## config.mk

```make
export PLATFORM = sky130hd
export DESIGN_NAME = gray_pixel_to_occupancy_top
export DESIGN_NICKNAME = d
export VERILOG_FILES = /design/src/gpo_pkg.sv /design/src/gray_pixel_to_occupancy_top.sv
export SDC_FILE = /design/constraint.sdc
export NUM_CORES = 2
export LEC_CHECK = 0
export BUFFER_PORTS_ARGS = -buffer_cell sky130_fd_sc_hd__buf_2
export CORE_ASPECT_RATIO = 1.75
export CORE_MARGIN = 8
export CORE_UTILIZATION = 65
export CTS_CLUSTER_DIAMETER = 30
export DETAILED_ROUTE_END_ITERATION = 7
export GPL_TIMING_DRIVEN = 0
export PLACE_DENSITY = 0.81
export SLEW_MARGIN = 10
export SYNTH_ARGS = -nofsm -noshare
export SYNTH_HDL_FRONTEND = slang
export SYNTH_SLANG_ARGS = --single-unit
export TNS_END_PERCENT = 10
```

## constraint.sdc

```tcl
create_clock -name clk -period 20.1 [get_ports clk]
set_clock_uncertainty 0.2 [all_clocks]
set_input_delay 3.015 -clock clk [delete_from_list [all_inputs] [get_ports clk]]
set_output_delay 3.015 -clock clk [all_outputs]
set_load 0.01 [all_outputs]
```

## src/gpo_pkg.sv

```systemverilog
package gpo_pkg;

    // map_mode codes
    localparam logic [1:0] MODE_TRINARY = 2'd0;
    localparam logic [1:0] MODE_SCALED  = 2'd1;
    localparam logic [1:0] MODE_RAW     = 2'd2;

    // configuration register indexes
    localparam logic [2:0] REG_MAP_MODE   = 3'd0;
    localparam logic [2:0] REG_INVERT     = 3'd1;
    localparam logic [2:0] REG_OCC_THRESH = 3'd2;
    localparam logic [2:0] REG_FREE_THRESH = 3'd3;
    localparam logic [2:0] REG_FULL_SCALE = 3'd4;

    // field and datapath widths
    localparam int PIX_W    = 8;
    localparam int THR_W    = 17;
    localparam int OCC_W    = 8;
    localparam int CFG_IDX_W = 3;
    localparam int CFG_DAT_W = 17;
    localparam int NUM_W    = PIX_W + 1;         // signed M - v or v
    localparam int PROD_W   = THR_W + PIX_W;     // threshold * M, Q1.16 scaled by M
    localparam int CMP_W    = PROD_W + 1;        // signed compare width
    localparam int DEN_W    = PROD_W + 1;        // 2 * d
    localparam int QUO_W    = 7;                 // quotient never exceeds 100
    localparam int REM_W    = PROD_W + 8;        // 198 * n + d
    localparam int DIV_STEPS = QUO_W;

    // reset values
    localparam logic [THR_W-1:0] OCC_THRESH_RST  = 17'd42598;
    localparam logic [THR_W-1:0] FREE_THRESH_RST = 17'd16384;
    localparam logic [PIX_W-1:0] FULL_SCALE_RST  = 8'd255;

    // occupancy codes
    localparam logic signed [OCC_W-1:0] OCC_UNKNOWN  = -8'sd1;
    localparam logic signed [OCC_W-1:0] OCC_FREE     = 8'sd0;
    localparam logic signed [OCC_W-1:0] OCC_MIN_MID  = 8'sd1;
    localparam logic signed [OCC_W-1:0] OCC_OCCUPIED = 8'sd100;

    // scale factors of the rounding divisions
    localparam int SCALE_MID = 198;  // 2 * 99
    localparam int SCALE_RAW = 200;  // 2 * 100

    // operands handed from the classify stage into the divider
    typedef struct packed {
        logic                          bypass;
        logic signed [OCC_W-1:0]       bypass_val;
        logic                          floor_one;
        logic [REM_W-1:0]              rem;
        logic [DEN_W-1:0]              den;
        logic [QUO_W-1:0]              quo;
    } div_stage_t;

endpackage

```

## src/gray_pixel_to_occupancy_top.sv

```systemverilog
// Throughput: one pixel per cycle while the output is not stalled; the pipeline is a multiply
// stage, a classify stage, seven one-bit restoring division stages and an output register.
// A stall on the output holds every stage in place.
// Reset (rst_n, async, active low) empties the pipeline and loads the default
// configuration: trinary mode, no inversion, thresholds 42598/16384, full scale 255.
module gray_pixel_to_occupancy_top (
    input  logic                                   clk,
    input  logic                                   rst_n,
    input  logic                                   in_valid,
    output logic                                   in_ready,
    input  logic [gpo_pkg::PIX_W-1:0]              pixel_value,
    output logic                                   out_valid,
    input  logic                                   out_ready,
    output logic signed [gpo_pkg::OCC_W-1:0]       occupancy,
    input  logic                                   cfg_valid,
    output logic                                   cfg_ready,
    input  logic [gpo_pkg::CFG_IDX_W-1:0]          cfg_index,
    input  logic [gpo_pkg::CFG_DAT_W-1:0]          cfg_data
);

    // configuration registers
    logic [1:0]                    map_mode_reg;
    logic                          invert_reg;
    logic [gpo_pkg::THR_W-1:0]     occ_thresh_reg;
    logic [gpo_pkg::THR_W-1:0]     free_thresh_reg;
    logic [gpo_pkg::PIX_W-1:0]     full_scale_reg;

    assign cfg_ready = 1'b1;

    always_ff @(posedge clk or negedge rst_n)
    begin
        if (!rst_n)
        begin
            map_mode_reg    <= gpo_pkg::MODE_TRINARY;
            invert_reg      <= 1'b0;
            occ_thresh_reg  <= gpo_pkg::OCC_THRESH_RST;
            free_thresh_reg <= gpo_pkg::FREE_THRESH_RST;
            full_scale_reg  <= gpo_pkg::FULL_SCALE_RST;
        end
        else if (cfg_valid)
        begin
            unique case (cfg_index)
                gpo_pkg::REG_MAP_MODE:    map_mode_reg    <= cfg_data[1:0];
                gpo_pkg::REG_INVERT:      invert_reg      <= cfg_data[0];
                gpo_pkg::REG_OCC_THRESH:  occ_thresh_reg  <= cfg_data[gpo_pkg::THR_W-1:0];
                gpo_pkg::REG_FREE_THRESH: free_thresh_reg <= cfg_data[gpo_pkg::THR_W-1:0];
                gpo_pkg::REG_FULL_SCALE:  full_scale_reg  <= cfg_data[gpo_pkg::PIX_W-1:0];
                default: ;
            endcase
        end
    end

    // whole pipeline moves when the output register is free or being drained
    logic adv;
    logic out_valid_reg;
    assign adv      = !out_valid_reg || out_ready;
    assign in_ready = adv;

    // ---------------- stage 1: numerator and scaled thresholds ----------------
    logic [gpo_pkg::PIX_W-1:0]          m_eff;
    logic signed [gpo_pkg::NUM_W-1:0]   num_next;

    assign m_eff = (full_scale_reg == '0) ? gpo_pkg::PIX_W'(1) : full_scale_reg;

    always_comb
    begin
        if (invert_reg)
            num_next = $signed({1'b0, pixel_value});
        else
            num_next = $signed({1'b0, m_eff}) - $signed({1'b0, pixel_value});
    end

    logic                                s1_valid_reg;
    logic [1:0]                          s1_mode_reg;
    logic [gpo_pkg::PIX_W-1:0]           s1_m_reg;
    logic signed [gpo_pkg::NUM_W-1:0]    s1_num_reg;
    logic [gpo_pkg::PROD_W-1:0]          s1_occ_s_reg;
    logic [gpo_pkg::PROD_W-1:0]          s1_free_s_reg;

    always_ff @(posedge clk or negedge rst_n)
    begin
        if (!rst_n)
            s1_valid_reg <= 1'b0;
        else if (adv)
            s1_valid_reg <= in_valid;
    end

    always_ff @(posedge clk)
    begin
        if (adv)
        begin
            s1_mode_reg   <= map_mode_reg;
            s1_m_reg      <= m_eff;
            s1_num_reg    <= num_next;
            s1_occ_s_reg  <= gpo_pkg::PROD_W'(occ_thresh_reg) * gpo_pkg::PROD_W'(m_eff);
            s1_free_s_reg <= gpo_pkg::PROD_W'(free_thresh_reg) * gpo_pkg::PROD_W'(m_eff);
        end
    end

    // ---------------- stage 2: classify, set up the division ----------------
    logic signed [gpo_pkg::CMP_W-1:0]   pq_x;
    logic signed [gpo_pkg::CMP_W-1:0]   occ_x;
    logic signed [gpo_pkg::CMP_W-1:0]   free_x;
    logic signed [gpo_pkg::CMP_W-1:0]   span_d;
    logic signed [gpo_pkg::CMP_W-1:0]   span_n;
    logic                               gt_occ;
    logic                               lt_free;
    gpo_pkg::div_stage_t                s2_next;

    // p * 65536 * M is num shifted up by 16, sign extended to the compare width
    assign pq_x   = $signed({s1_num_reg[gpo_pkg::NUM_W-1], s1_num_reg, 16'b0});
    assign occ_x  = $signed({1'b0, s1_occ_s_reg});
    assign free_x = $signed({1'b0, s1_free_s_reg});
    assign span_d = occ_x - free_x;
    assign span_n = pq_x - free_x;
    assign gt_occ  = pq_x > occ_x;
    assign lt_free = pq_x < free_x;

    always_comb
    begin
        s2_next.bypass     = 1'b1;
        s2_next.bypass_val = gpo_pkg::OCC_UNKNOWN;
        s2_next.floor_one  = 1'b0;
        s2_next.rem        = '0;
        s2_next.den        = gpo_pkg::DEN_W'(1);
        s2_next.quo        = '0;
        unique case (s1_mode_reg)
            gpo_pkg::MODE_TRINARY:
            begin
                if (gt_occ)
                    s2_next.bypass_val = gpo_pkg::OCC_OCCUPIED;
                else if (lt_free)
                    s2_next.bypass_val = gpo_pkg::OCC_FREE;
            end
            gpo_pkg::MODE_SCALED:
            begin
                // between the thresholds: 0 <= n <= d here
                if (gt_occ)
                    s2_next.bypass_val = gpo_pkg::OCC_OCCUPIED;
                else if (lt_free)
                    s2_next.bypass_val = gpo_pkg::OCC_FREE;
                else if (span_d == '0)
                    s2_next.bypass_val = gpo_pkg::OCC_MIN_MID;
                else
                begin
                    s2_next.bypass    = 1'b0;
                    s2_next.floor_one = 1'b1;
                    s2_next.rem = gpo_pkg::REM_W'(span_n[gpo_pkg::PROD_W-1:0])
                                * gpo_pkg::REM_W'(gpo_pkg::SCALE_MID)
                                + gpo_pkg::REM_W'(span_d[gpo_pkg::PROD_W-1:0]);
                    s2_next.den = {span_d[gpo_pkg::PROD_W-1:0], 1'b0};
                end
            end
            gpo_pkg::MODE_RAW:
            begin
                if (s1_num_reg <= 0)
                    s2_next.bypass_val = gpo_pkg::OCC_FREE;
                else if (s1_num_reg >= $signed({1'b0, s1_m_reg}))
                    s2_next.bypass_val = gpo_pkg::OCC_OCCUPIED;
                else
                begin
                    // 0 < num < M, so the rounded percent stays at or below 100
                    s2_next.bypass = 1'b0;
                    s2_next.rem = gpo_pkg::REM_W'(s1_num_reg[gpo_pkg::PIX_W-1:0])
                                * gpo_pkg::REM_W'(gpo_pkg::SCALE_RAW)
                                + gpo_pkg::REM_W'(s1_m_reg);
                    s2_next.den = gpo_pkg::DEN_W'({s1_m_reg, 1'b0});
                end
            end
            default: ;
        endcase
    end

    logic                   s2_valid_reg;
    gpo_pkg::div_stage_t    s2_reg;

    always_ff @(posedge clk or negedge rst_n)
    begin
        if (!rst_n)
            s2_valid_reg <= 1'b0;
        else if (adv)
            s2_valid_reg <= s1_valid_reg;
    end

    always_ff @(posedge clk)
    begin
        if (adv)
            s2_reg <= s2_next;
    end

    // ---------------- stages 3..9: restoring division, one quotient bit each ----------------
    logic                   div_valid_reg [gpo_pkg::DIV_STEPS];
    gpo_pkg::div_stage_t    div_reg       [gpo_pkg::DIV_STEPS];
    gpo_pkg::div_stage_t    div_next      [gpo_pkg::DIV_STEPS];

    for (genvar j = 0; j < gpo_pkg::DIV_STEPS; j++)
    begin : g_div
        localparam int SH = gpo_pkg::DIV_STEPS - 1 - j;
        gpo_pkg::div_stage_t    stg_in;
        logic                   stg_valid_in;
        logic [gpo_pkg::REM_W-1:0] trial;
        logic                   fits;

        if (j == 0)
        begin : g_first
            assign stg_in       = s2_reg;
            assign stg_valid_in = s2_valid_reg;
        end
        else
        begin : g_rest
            assign stg_in       = div_reg[j-1];
            assign stg_valid_in = div_valid_reg[j-1];
        end

        // quotient bits come MSB first and shift in at the bottom
        assign trial = gpo_pkg::REM_W'(stg_in.den) << SH;
        assign fits  = stg_in.rem >= trial;

        always_comb
        begin
            div_next[j]     = stg_in;
            div_next[j].quo = {stg_in.quo[gpo_pkg::QUO_W-2:0], fits};
            if (fits)
                div_next[j].rem = stg_in.rem - trial;
        end

        always_ff @(posedge clk or negedge rst_n)
        begin
            if (!rst_n)
                div_valid_reg[j] <= 1'b0;
            else if (adv)
                div_valid_reg[j] <= stg_valid_in;
        end

        always_ff @(posedge clk)
        begin
            if (adv)
                div_reg[j] <= div_next[j];
        end
    end

    // ---------------- stage 10: final select into the output register ----------------
    gpo_pkg::div_stage_t                 last_stg;
    logic signed [gpo_pkg::OCC_W-1:0]    occ_next;
    logic signed [gpo_pkg::OCC_W-1:0]    occ_reg;

    assign last_stg = div_reg[gpo_pkg::DIV_STEPS-1];

    always_comb
    begin
        priority if (last_stg.bypass)
            occ_next = last_stg.bypass_val;
        else if (last_stg.floor_one && last_stg.quo == '0)
            occ_next = gpo_pkg::OCC_MIN_MID;
        else
            occ_next = $signed({1'b0, last_stg.quo});
    end

    always_ff @(posedge clk or negedge rst_n)
    begin
        if (!rst_n)
            out_valid_reg <= 1'b0;
        else if (adv)
            out_valid_reg <= div_valid_reg[gpo_pkg::DIV_STEPS-1];
    end

    always_ff @(posedge clk)
    begin
        if (adv)
            occ_reg <= occ_next;
    end

    assign out_valid = out_valid_reg;
    assign occupancy = occ_reg;

`ifndef SYNTH
    // result always lies in the legal occupancy range
    a_occ_range: assert property (@(posedge clk) disable iff (!rst_n)
        out_valid |-> (occupancy >= gpo_pkg::OCC_UNKNOWN && occupancy <= gpo_pkg::OCC_OCCUPIED))
        else $error("occupancy out of range");

    // a live division never starts with a zero divisor
    a_den_nonzero: assert property (@(posedge clk) disable iff (!rst_n)
        (s2_valid_reg && !s2_reg.bypass) |-> (s2_reg.den != '0))
        else $error("division entered with zero divisor");

    // after the last step the remainder is below the divisor
    a_rem_reduced: assert property (@(posedge clk) disable iff (!rst_n)
        (div_valid_reg[gpo_pkg::DIV_STEPS-1] && !last_stg.bypass)
            |-> (last_stg.rem < gpo_pkg::REM_W'(last_stg.den)))
        else $error("division remainder not reduced");

    // a stall freezes the classify stage
    a_stall_holds: assert property (@(posedge clk) disable iff (!rst_n)
        (!adv && s2_valid_reg) |=> (s2_valid_reg && $stable(s2_reg)))
        else $error("classify stage changed during stall");
`endif

endmodule
```

==> results.md <==
- Status: finished with violations
- Failing checks: DRC, capacitance limit
- Area grow syn2layout: 10.5%
- First-pass GRT wire length: 191000 µm
- Syn nets: 5346
- CTS tree: done
- Total gr overflow: 0
- Largest net degree at the start of global routing: 137
- Crit path max-delay cell type: nor4_4
- PostCTS Resize Cnt: 0
- Max reg flops: 411
- Die Area: 81900 µm²
- Clock transition at path regs: 0.06 ns
- Final ANT Viol Nets: 0
- H-Tree Level Count: 3
- Via density: 6.06
- Ys flop type: edfxtp_1
- Gate Count Post-Synth: 4596
- Crit path top cell by count: ha_1
- Hold slack: 0.212 ns
- CTS Root Cell: clkbuf_16
- Synth top area share: 35.0%
- Wire length per cell: 21.7 µm
- Vias in the first global route: 37200
- Post-CTS Setup Bufs: 0
- Dpl cells: 5576
- CP max stage delay: 0.74 ns
- Ys Warns: 0
- Rows: 131
- Starting Density: 65.2%
- Die width: 220 µm
- Synth area leader: edfxtp_1
- Drt first pass iters: 8
- Worst rel slew slack: 0.737%
- Final Slew Violations: 0
- Vias: 34800
- Crit path time final: 8.64 ns
- CP arrival: 8.87 ns
- Die span in y: 373 µm
- Synth top area cells: edfxtp_1, ha_1, fa_1
- FMAX: 0.116 GHz
- CTS Buf Count: 95
- Worst Setup Start Kind: flop
- Share of layout cells above drive strength 1: 7.97%
- GRT Util Overall: 30.4%
- Synth unique cells: 86
- Most Crowded Layer GR: met2
- # nets final: 5492
- Syn_area_per_cell: 10.3 µm²
- Iter 0 DRT Violations: 1964
- # IOs: 44
- Final setup fails: 0
- Clock Sinks: 606
- M2 GR Usage: 58.2%
- RSZ-0062 raised after global routing: no
- Worst setup EP type: flop
- Register area share after synthesis: 38.0%
- Fin crit share: 43.0%
- Hold Buf Count CTS: 0
- Post-Route WL: 125000 µm
- Met3 usage: 5.27%
- Final Util: 72.1%
- Crit path kind: flop to flop
- HP Class: flop to flop
- Async S/R FF share, synth: 9.08%
- CTS max path bufs: 3
- Fin cells: 5753
- Core ar.: 72400 µm²
- Clk_lat worst skew: 0.68 ns
- GP Congestion: 1.01
- Port Buffers: 41
- Post-synth EDFFs: 551
- Data required time of the worst path: 20.33 ns
- Initial antenna violation count: 2
- Seq cells post-synth: 606
- Mapped cell area: 47300 µm²
- Final Hold Fails: 0
- Critical path peak fanout: 7
- Max-cap violation count: 1
- Tightest Pin Transition: 1.48 ns
- Grt met1 use: 22.5%
- DRC: 1
- HPWL after DPL: 99700 µm
Yosys cell counts (all sizes together), types with 17 or more instances:
| cell type | instances |
|---|---|
| nor3 | 69 |
| xor2 | 108 |
| nor2b | 83 |
| o31ai | 18 |
| buf | 17 |
| ha | 495 |
| a21o | 145 |
| edfxtp | 551 |
| fa | 222 |
| dfrtp | 38 |
| inv | 606 |
| nor4 | 29 |
| o21bai | 33 |
| mux2 | 98 |
| a21boi | 20 |
| clkbuf | 96 |
| or3 | 21 |
| a211oi | 26 |
| nand3 | 68 |
| or2 | 17 |
| o21a | 38 |
| o211ai | 23 |
| xnor2 | 201 |
| nand2b | 48 |
| and3 | 28 |
| nor2 | 289 |
| dfstp | 17 |
| and2 | 153 |
| a31oi | 26 |
| o21ai | 188 |
| nand2 | 278 |
| nand4 | 41 |
| a21oi | 313 |
critical path, delay by kind of cell, from the launching register on:
family                     cells  cell delay (ns)
AOI/OAI and AO/OA              1             0.21
xor gates and xnor gates       3             1.00
adders and majority gates      7             2.45
buffers and inverters          4             0.35
DFF                            1             0.52
and+or+nand+nor               16             3.67
worst paths after layout:
path	end	start	slack [ns]	depth (start not counted)
setup / recovery	g_div[0].stg_in[65]	s1_free_s_reg[0]	11.46	31
hold / removal	div_reg[1][67]	div_reg[0][67]	0.21	0
setup reg to reg	g_div[0].stg_in[65]	s1_free_s_reg[0]	11.46	31
hold reg to reg	div_reg[1][67]	div_reg[0][67]	0.21	0
max in group asynchronous	free_thresh_reg[2]	rst_n	17.02	1
min in group asynchronous	g_div[4].stg_valid_in	rst_n	2.18	1
placed cells by master (no fill, tap or decap), types with 68 or more instances in the layout:
cell type / count
nor2b_1: 83
mux2_2: 98
ha_1: 495
and2_1: 153
nand2_1: 278
clkbuf_16: 95
edfxtp_1: 551
o21ai_0: 184
a21o_1: 145
inv_1: 605
nor2_1: 289
nand3_1: 68
fa_1: 222
xnor2_1: 201
a21oi_1: 312
xor2_1: 108
clkbuf_1: 105
layout make-up:
class	count	area, µm²
Multi-Input combinational cell	3271	26600
Timing Repair Buffer	49	370
Fill cell	5193	20200
Antenna cell	1	2.50
Clock inverter	70	981
Tap cell	931	1160
Buffer	113	454
Clock buffer	106	2440
Sequential cell	606	17900
Inverter	606	2280
logic make-up (layout without fill, tap and decap cells):
| family | count (synthesis) | count (layout) | share of synthesized area (%) |
|---|---|---|---|
| DFF | 606 | 606 | 38.0 |
| muxes | 106 | 106 | 2.50 |
| other | 1 | 2 | 0.00794 |
| adders and majority gates | 717 | 717 | 22.5 |
| and+or+nand+nor | 1174 | 1174 | 12.5 |
| xor gates and xnor gates | 309 | 309 | 5.73 |
| buffers and inverters | 719 | 944 | 5.77 |
| AOI/OAI and AO/OA | 964 | 964 | 13.0 |
stage by stage:
stage               TNS [ns]  setup WS [ns]  cell area [µm²]
floorplan                  0           2.96            47300
global placement       -2.08          -2.08            48600
detailed placement         0          11.70            48800
CTS                        0          11.69            52200
global route               0          11.04            52200
finish                     0          11.46            52200
layer usage:
metal	up-vias	routed length, µm
met2	1052	68100
li1	16400	-
met5	-	10
met1	16700	34500
met4	2	17300
met3	645	5270
Power is left out: the tool's default activity adds up to more than one toggle a clock period on the data nets, which glitch-free logic cannot reach.
